$ cat src/b10p_pkg.sv
package b10p_pkg;

	localparam int SYM_BITS = 10;

	// RD- codes of the 5b/6b group, bit a at bit 0
	localparam logic [5:0] CODE6_NEG [32] = '{
		6'h39, 6'h2E, 6'h2D, 6'h23, 6'h2B, 6'h25, 6'h26, 6'h07,
		6'h27, 6'h29, 6'h2A, 6'h0B, 6'h2C, 6'h0D, 6'h0E, 6'h3A,
		6'h36, 6'h31, 6'h32, 6'h13, 6'h34, 6'h15, 6'h16, 6'h17,
		6'h33, 6'h19, 6'h1A, 6'h1B, 6'h1C, 6'h1D, 6'h1E, 6'h35
	};

	// RD- codes of the 3b/4b group, bit f at bit 0; entry 7 is P7
	localparam logic [3:0] CODE4_NEG [8] = '{
		4'hD, 4'h9, 4'hA, 4'h3, 4'hB, 4'h5, 4'h6, 4'h7
	};

	localparam logic [3:0] CODE4_A7 = 4'hE;

	// 5b/6b input that is balanced but still flips under RD+
	localparam logic [4:0] X_FLIP6 = 5'd7;
	// 3b/4b input that is balanced but still flips under RD+
	localparam logic [2:0] Y_FLIP4 = 3'd3;
	// 3b/4b input with the A7 alternate
	localparam logic [2:0] Y_SEVEN = 3'd7;

	// last even bit position; one more symbol completes two whole bytes
	localparam logic [2:0] POS_FULL = 3'd6;

	typedef struct packed {
		logic [7:0] byte0;
		logic [7:0] byte1;
		logic       two;
		logic [2:0] pos_next;
		logic [7:0] pend_next;
	} pack_res_t;

	function automatic logic [2:0] ones6(input logic [5:0] v);
		logic [2:0] n;
		n = '0;
		for (int i = 0; i < 6; i++) begin
			n = 3'(n + {2'b00, v[i]});
		end
		return n;
	endfunction

endpackage

$ cat src/b10p_enc.sv
module b10p_enc (
	input  logic                          rd,
	input  logic [7:0]                    data,
	output logic [b10p_pkg::SYM_BITS-1:0] symbol,
	output logic                          rd_next
);
	import b10p_pkg::*;

	logic [4:0] x;
	logic [2:0] y;
	logic [5:0] c6;
	logic [5:0] lo;
	logic       unb6;
	logic       rd1;
	logic       alt;
	logic [3:0] c4;
	logic [3:0] hi;
	logic       unb4;

	assign x = data[4:0];
	assign y = data[7:5];

	// 5b/6b under the incoming disparity
	assign c6   = CODE6_NEG[x];
	assign unb6 = (ones6(c6) != 3'd3);
	assign lo   = (rd && (unb6 || x == X_FLIP6)) ? ~c6 : c6;
	assign rd1  = rd ^ unb6;

	// 3b/4b under the disparity left by the 6-bit group; A7 breaks a run of five
	always_comb begin
		alt = 1'b0;
		if (y == Y_SEVEN) begin
			if (rd1) begin
				alt = (x == 5'd11) || (x == 5'd13) || (x == 5'd14);
			end else begin
				alt = (x == 5'd17) || (x == 5'd18) || (x == 5'd20);
			end
		end
	end

	assign c4      = alt ? CODE4_A7 : CODE4_NEG[y];
	assign unb4    = (ones6({2'b00, c4}) != 3'd2);
	assign hi      = (rd1 && (unb4 || y == Y_FLIP4)) ? ~c4 : c4;
	assign rd_next = rd1 ^ unb4;

	assign symbol = {hi, lo};

endmodule

$ cat src/b10p_pack.sv
module b10p_pack (
	input  logic [b10p_pkg::SYM_BITS-1:0] symbol,
	input  logic [2:0]                    pos,
	input  logic [7:0]                    pend,
	input  logic                          flush,
	output b10p_pkg::pack_res_t           res
);
	import b10p_pkg::*;

	logic [15:0] acc;
	logic        two;

	// pending bits above pos are zero, so OR places the symbol
	assign acc = {8'h00, pend} | ({6'b000000, symbol} << pos);
	assign two = flush || (pos == POS_FULL);

	assign res.byte0     = acc[7:0];
	assign res.byte1     = acc[15:8];
	assign res.two       = two;
	// each symbol leaves two more bits behind; wraps to zero from POS_FULL
	assign res.pos_next  = flush ? 3'd0 : 3'(pos + 3'd2);
	assign res.pend_next = two ? 8'h00 : acc[15:8];

endmodule

$ cat src/byte_to_10b_line_encoder_packer.sv
// Channel | Handshake          | Payload          | Carries
// --------+--------------------+------------------+------------------------------
// in      | in_valid/in_ready  | data_byte, flush | one byte to code, flush mark
// out     | out_valid/out_ready| out_byte, last   | one packed byte, last of item
//
// A request is registered in stage 1, then coded and packed combinationally into a
// two-byte result buffer, whose entry 0 drives the port.
// The output port moves one byte a cycle while out_ready is high; an item gives
// one byte, or two bytes on flush or at bit position six.
// Reset clears disparity to negative, bit position and pending bits to zero, and
// empties both stages. A stalled output holds the buffer, then stage 1, then in_ready.
module byte_to_10b_line_encoder_packer (
	input  logic       clk,
	input  logic       arst_n,
	input  logic       in_valid,
	output logic       in_ready,
	input  logic [7:0] data_byte,
	input  logic       flush,
	output logic       out_valid,
	input  logic       out_ready,
	output logic [7:0] out_byte,
	output logic       last
);
	import b10p_pkg::*;

	// stage 1: accepted request
	logic       valid_s1;
	logic [7:0] data_s1;
	logic       flush_s1;

	// coding state
	logic       rd_q;
	logic [2:0] pos_q;
	logic [7:0] pend_q;

	// result buffer, entry 0 is at the port
	logic [1:0] ob_cnt_q;
	logic [7:0] ob0_q;
	logic [7:0] ob1_q;
	logic       last0_q;
	logic       last1_q;

	logic [SYM_BITS-1:0] symbol;
	logic                rd_next;
	pack_res_t           res;
	logic                load;
	logic                pop;

	b10p_enc u_enc (
		.rd      (rd_q),
		.data    (data_s1),
		.symbol  (symbol),
		.rd_next (rd_next)
	);

	b10p_pack u_pack (
		.symbol (symbol),
		.pos    (pos_q),
		.pend   (pend_q),
		.flush  (flush_s1),
		.res    (res)
	);

	assign pop  = out_valid && out_ready;
	// move stage 1 into the buffer once it is empty or about to be
	assign load = valid_s1 && ((ob_cnt_q == 2'd0) || ((ob_cnt_q == 2'd1) && out_ready));

	assign in_ready  = !valid_s1 || load;
	assign out_valid = (ob_cnt_q != 2'd0);
	assign out_byte  = ob0_q;
	assign last      = last0_q;

	always_ff @(posedge clk or negedge arst_n) begin
		if (!arst_n) begin
			valid_s1 <= 1'b0;
			rd_q     <= 1'b0;
			pos_q    <= 3'd0;
			pend_q   <= 8'h00;
			ob_cnt_q <= 2'd0;
		end else begin
			if (in_ready) begin
				valid_s1 <= in_valid;
			end
			if (load) begin
				rd_q     <= rd_next;
				pos_q    <= res.pos_next;
				pend_q   <= res.pend_next;
				ob_cnt_q <= res.two ? 2'd2 : 2'd1;
			end else if (pop) begin
				ob_cnt_q <= 2'(ob_cnt_q - 2'd1);
			end
		end
	end

	always_ff @(posedge clk) begin
		if (in_valid && in_ready) begin
			data_s1  <= data_byte;
			flush_s1 <= flush;
		end
		if (load) begin
			ob0_q   <= res.byte0;
			ob1_q   <= res.byte1;
			last0_q <= !res.two;
			last1_q <= 1'b1;
		end else if (pop) begin
			// advance the second byte to the port
			ob0_q   <= ob1_q;
			last0_q <= last1_q;
		end
	end

endmodule

$ cat config.mk
export PLATFORM = sky130hd
export DESIGN_NAME = byte_to_10b_line_encoder_packer
export DESIGN_NICKNAME = d
export VERILOG_FILES = /design/src/b10p_pkg.sv /design/src/b10p_enc.sv /design/src/b10p_pack.sv /design/src/byte_to_10b_line_encoder_packer.sv
export SDC_FILE = /design/constraint.sdc
export NUM_CORES = 1
export LEC_CHECK = 0
export BUFFER_PORTS_ARGS = -buffer_cell sky130_fd_sc_hd__buf_2
export CORE_MARGIN = 2
export CORE_UTILIZATION = 29
export DETAILED_ROUTE_END_ITERATION = 7
export PLACE_DENSITY = 0.43
export SYNTH_ARGS = -nofsm -noshare
export SYNTH_HDL_FRONTEND = slang
export SYNTH_SLANG_ARGS = --single-unit
$ cat constraint.sdc
create_clock -name clk -period 6.44 [get_ports clk]
set_clock_uncertainty 0.1 [all_clocks]
set_input_delay 1.288 -clock clk [delete_from_list [all_inputs] [get_ports clk]]
set_output_delay 1.288 -clock clk [all_outputs]
set_load 0.05 [all_outputs]
==> summary.md <==
| Metric | Value |
|---|---|
| Outcome | finished clean |
| Critical path startpoint category | flip-flop |
| WL final | ~7300 um |
| Fill count | around 1100 |
| Syn nets | 347 |
| CP Data Arrival Time | between 6 and 7 ns |
| Cell variety after synth | 65 |
| Wire length on met1 | 3750 um |
| Fin crit share | 94.4% |
| Mapped Cells | 317 |
| Nets | 388 |
| Clock Path Buffers | 2 |
| Vias in the first global route | 2253 |
| Rel. slew slack | 47.4% |
| Syn_area_per_cell | 9.43 sq um |
| Count of warnings emitted by yosys | 0 |
| Crit path max fanout | 5 |
| I/O pins | 24 |
| Synth top area share | 26.1% |
| ANT nets after route | 0 |
| Max Cap Viol | 0 |
| Root buffer cell | clkbuf_8 |
| Final WS setup | 0.361 ns |
| Final instance area | between 0.003 and 0.004 sq mm |
| First drt pass iteration count | 4 |
| Clk_lat worst skew | 0.30 ns |
| Fmax | 164 MHz |
| Synth area leaders | edfxtp_1 26%, dfrtp_1 12%, ha_1 5.4%, nand2_1 3.3%, fa_1 2.7% |
| Most frequent cells after synthesis | 26 x edfxtp_1, 26 x nand2_1, 18 x inv_1 |
| Crit-path max cell delay | 0.52 ns |
| Mapped Area | ~0.0030 sq mm |
| Avg Vias per Cell | just under 5 |
| WL met3 | 203 um |
| Worst-margin pin slew | 0.789 ns |
| Via count | 2453 |
| Final setup violation count | 0 |
| Min Clock Period, post-route | approximately 6 ns |
| DIE HEIGHT | approximately 110 um |
| Area leader, netlist | edfxtp_1 |
| CTS clock-pin slew for the worst setup and hold paths | around 0.09 ns |
| CTS Buf Count | 5 |
| CP max stage cell | fa_1 |
| Die width | 106 um |
| GPL Wtd Cong | 0.779 |
| Dpl cell area | 0.00334 sq mm |
| Die ar. | 0.0111 sq mm |
| Crit path max-delay family | adder cells |
| Port Buffers | 23 |
| Gr usage total | 13.6% |
| Hold-fix buffers, CTS | 0 |
| Ys async rst share | a little over a third |
| Fin. max-slew vios | 0 |
| Critical path class | flip-flop to flip-flop |
| Row cnt | 37 |
| Total core area | 0.0102 sq mm |
| Synth Register Bits | 40 |
| Synth-to-layout area growth | 20.5% |
| Initial antenna violation count | 0 |
| Largest net degree at the start of global routing | 25 |
| Initial Util | 29.3% |
| Placement Setup Slack | -0.0504 ns |
| Multi-input gate area in the final layout | 0.00177 sq mm |
| Drt initial violations | 121 |
| Top sig layer | met4 |
| GRT overflow | 0 |
| H-tree depth | 2 |
| Seq/Total Area, Yosys | 37.9% |
| CTS tree | built |
| DR WL/cell | about 15 um |
| First-pass GRT wire length | 12000 um |
| Final hold violations | 0 |
| Worst Setup End Kind | flip-flop |
| Worst Path Buf+Inv | 6 |
| Hold Path Class | flip-flop to flip-flop |
| # DRC | 0 |
| WL met2 | between 3000 and 4000 um |
| Share of layout cells above drive strength 1 | between 20% and 30% |
| Post-synth EDFFs | 26 |
| Antenna Cells | 0 |
| DP HPWL | 5510 um |
| Critical Path RT | 6.41 ns |
| Main synth FF type | edfxtp_1 |
| Clk sinks | 40 |
| Register area | 0.00113 sq mm |
==> worst paths after layout <==
check                            from           to  slack, ns  cells past startpoint
setup reg to reg           data_s1[1]     ob1_q[0]       0.36                     28
hold / removal              pend_q[4]    pend_q[4]       0.39                      2
setup / recovery           data_s1[1]     ob1_q[0]       0.36                     28
min in group asynchronous      arst_n  ob_cnt_q[1]       0.78                      1
hold reg to reg             pend_q[4]    pend_q[4]       0.39                      2
max in group asynchronous      arst_n    pend_q[6]       5.19                      1
==> cells by family (layout without fill, tap and decap cells) <==
group	after synthesis	count (layout)	share of synthesized area [%]
fa+ha+maj	17	17	8.12
xor+xnor	13	13	4.06
mux	9	9	3.14
buf+inv	38	80	5.82
simple gates	129	129	23.2
flops	40	40	37.9
compound gates	71	71	17.8
==> worst reg2reg max path: cells and delay by family, from the launching register on <==
kind,cells,cell delay [ns]
adder cells (fa/ha/maj),8,2.66
AND/OR/NAND/NOR,9,1.44
AO/OA/AOI/OAI,4,0.57
flip-flops,1,0.45
buffers and inverters,6,0.41
XOR/XNOR,1,0.23
==> layout by cell type (no fill, tap or decap), types with 3 or more instances in the layout <==
| cell | n |
|---|---|
| nor4_1 | 4 |
| mux2i_1 | 6 |
| or2_2 | 3 |
| o31ai_1 | 3 |
| or3_1 | 9 |
| fa_1 | 3 |
| nor2b_1 | 4 |
| buf_4 | 30 |
| nor3b_1 | 3 |
| a21oi_1 | 6 |
| nand2_1 | 25 |
| nor2_1 | 16 |
| o21ai_0 | 11 |
| clkbuf_8 | 6 |
| nand2b_1 | 11 |
| and3_1 | 4 |
| xnor2_1 | 4 |
| edfxtp_1 | 26 |
| nand3b_1 | 3 |
| xor2_1 | 7 |
| inv_1 | 17 |
| nand4_1 | 3 |
| o21ai_2 | 3 |
| buf_2 | 23 |
| nor3_1 | 12 |
| a31oi_1 | 5 |
| a21o_1 | 4 |
| nand3_1 | 13 |
| mux2_2 | 3 |
| o21a_1 | 4 |
| dfrtp_1 | 14 |
| o211ai_1 | 4 |
| and2_1 | 6 |
| ha_1 | 13 |
==> stage by stage <==
stage	hold WS, ns	std cells	util (%)	setup TNS (ns)
2_1_floorplan	0.349	317	-	0
3_3_place_gp	0.368	479	32.8	0
3_5_place_dp	0.374	479	32.8	-0.0504
4_1_cts	0.396	488	34.0	0
5_1_grt	0.431	495	35.3	-0.0411
6_report	0.395	495	35.3	0
==> flip-flops by register name, summed over array words and instances, names as in the netlist <==
name and count:
data_s1 8, flush_s1 1, rd_q 1, ob_cnt_q 2, pend_q 8, ob1_q 8, valid_s1 1, out_byte 8
last 1, pos_q 2
==> area by class of cell <==
class | instances | area share (%)
clock buffers | 6 | 2.29
clock inverters | 2 | 1.08
inverters | 19 | 1.98
multi-input cells | 239 | 49.0
flip-flops and latches | 40 | 31.4
well taps | 136 | 4.73
repair buffers | 53 | 9.45
==> routing by layer <==
| metal | track usage, % | vias to the layer above |
|---|---|---|
| met4 | 3.10 | 0 |
| met5 | 0 | - |
| met2 | 20.5 | 46 |
| li1 | - | 1241 |
| met3 | 2.04 | 7 |
| met1 | 20.4 | 1159 |
==> what timing repair did <==
item                       4_1_cts  5_1_grt
buffers inserted                 1        7
pin swaps                        1       15
setup endpoints to repair        1       18
resized for setup                0       22
Power is left out: the tool's default activity adds up to more than one toggle a clock period on the data nets, which glitch-free logic cannot reach.
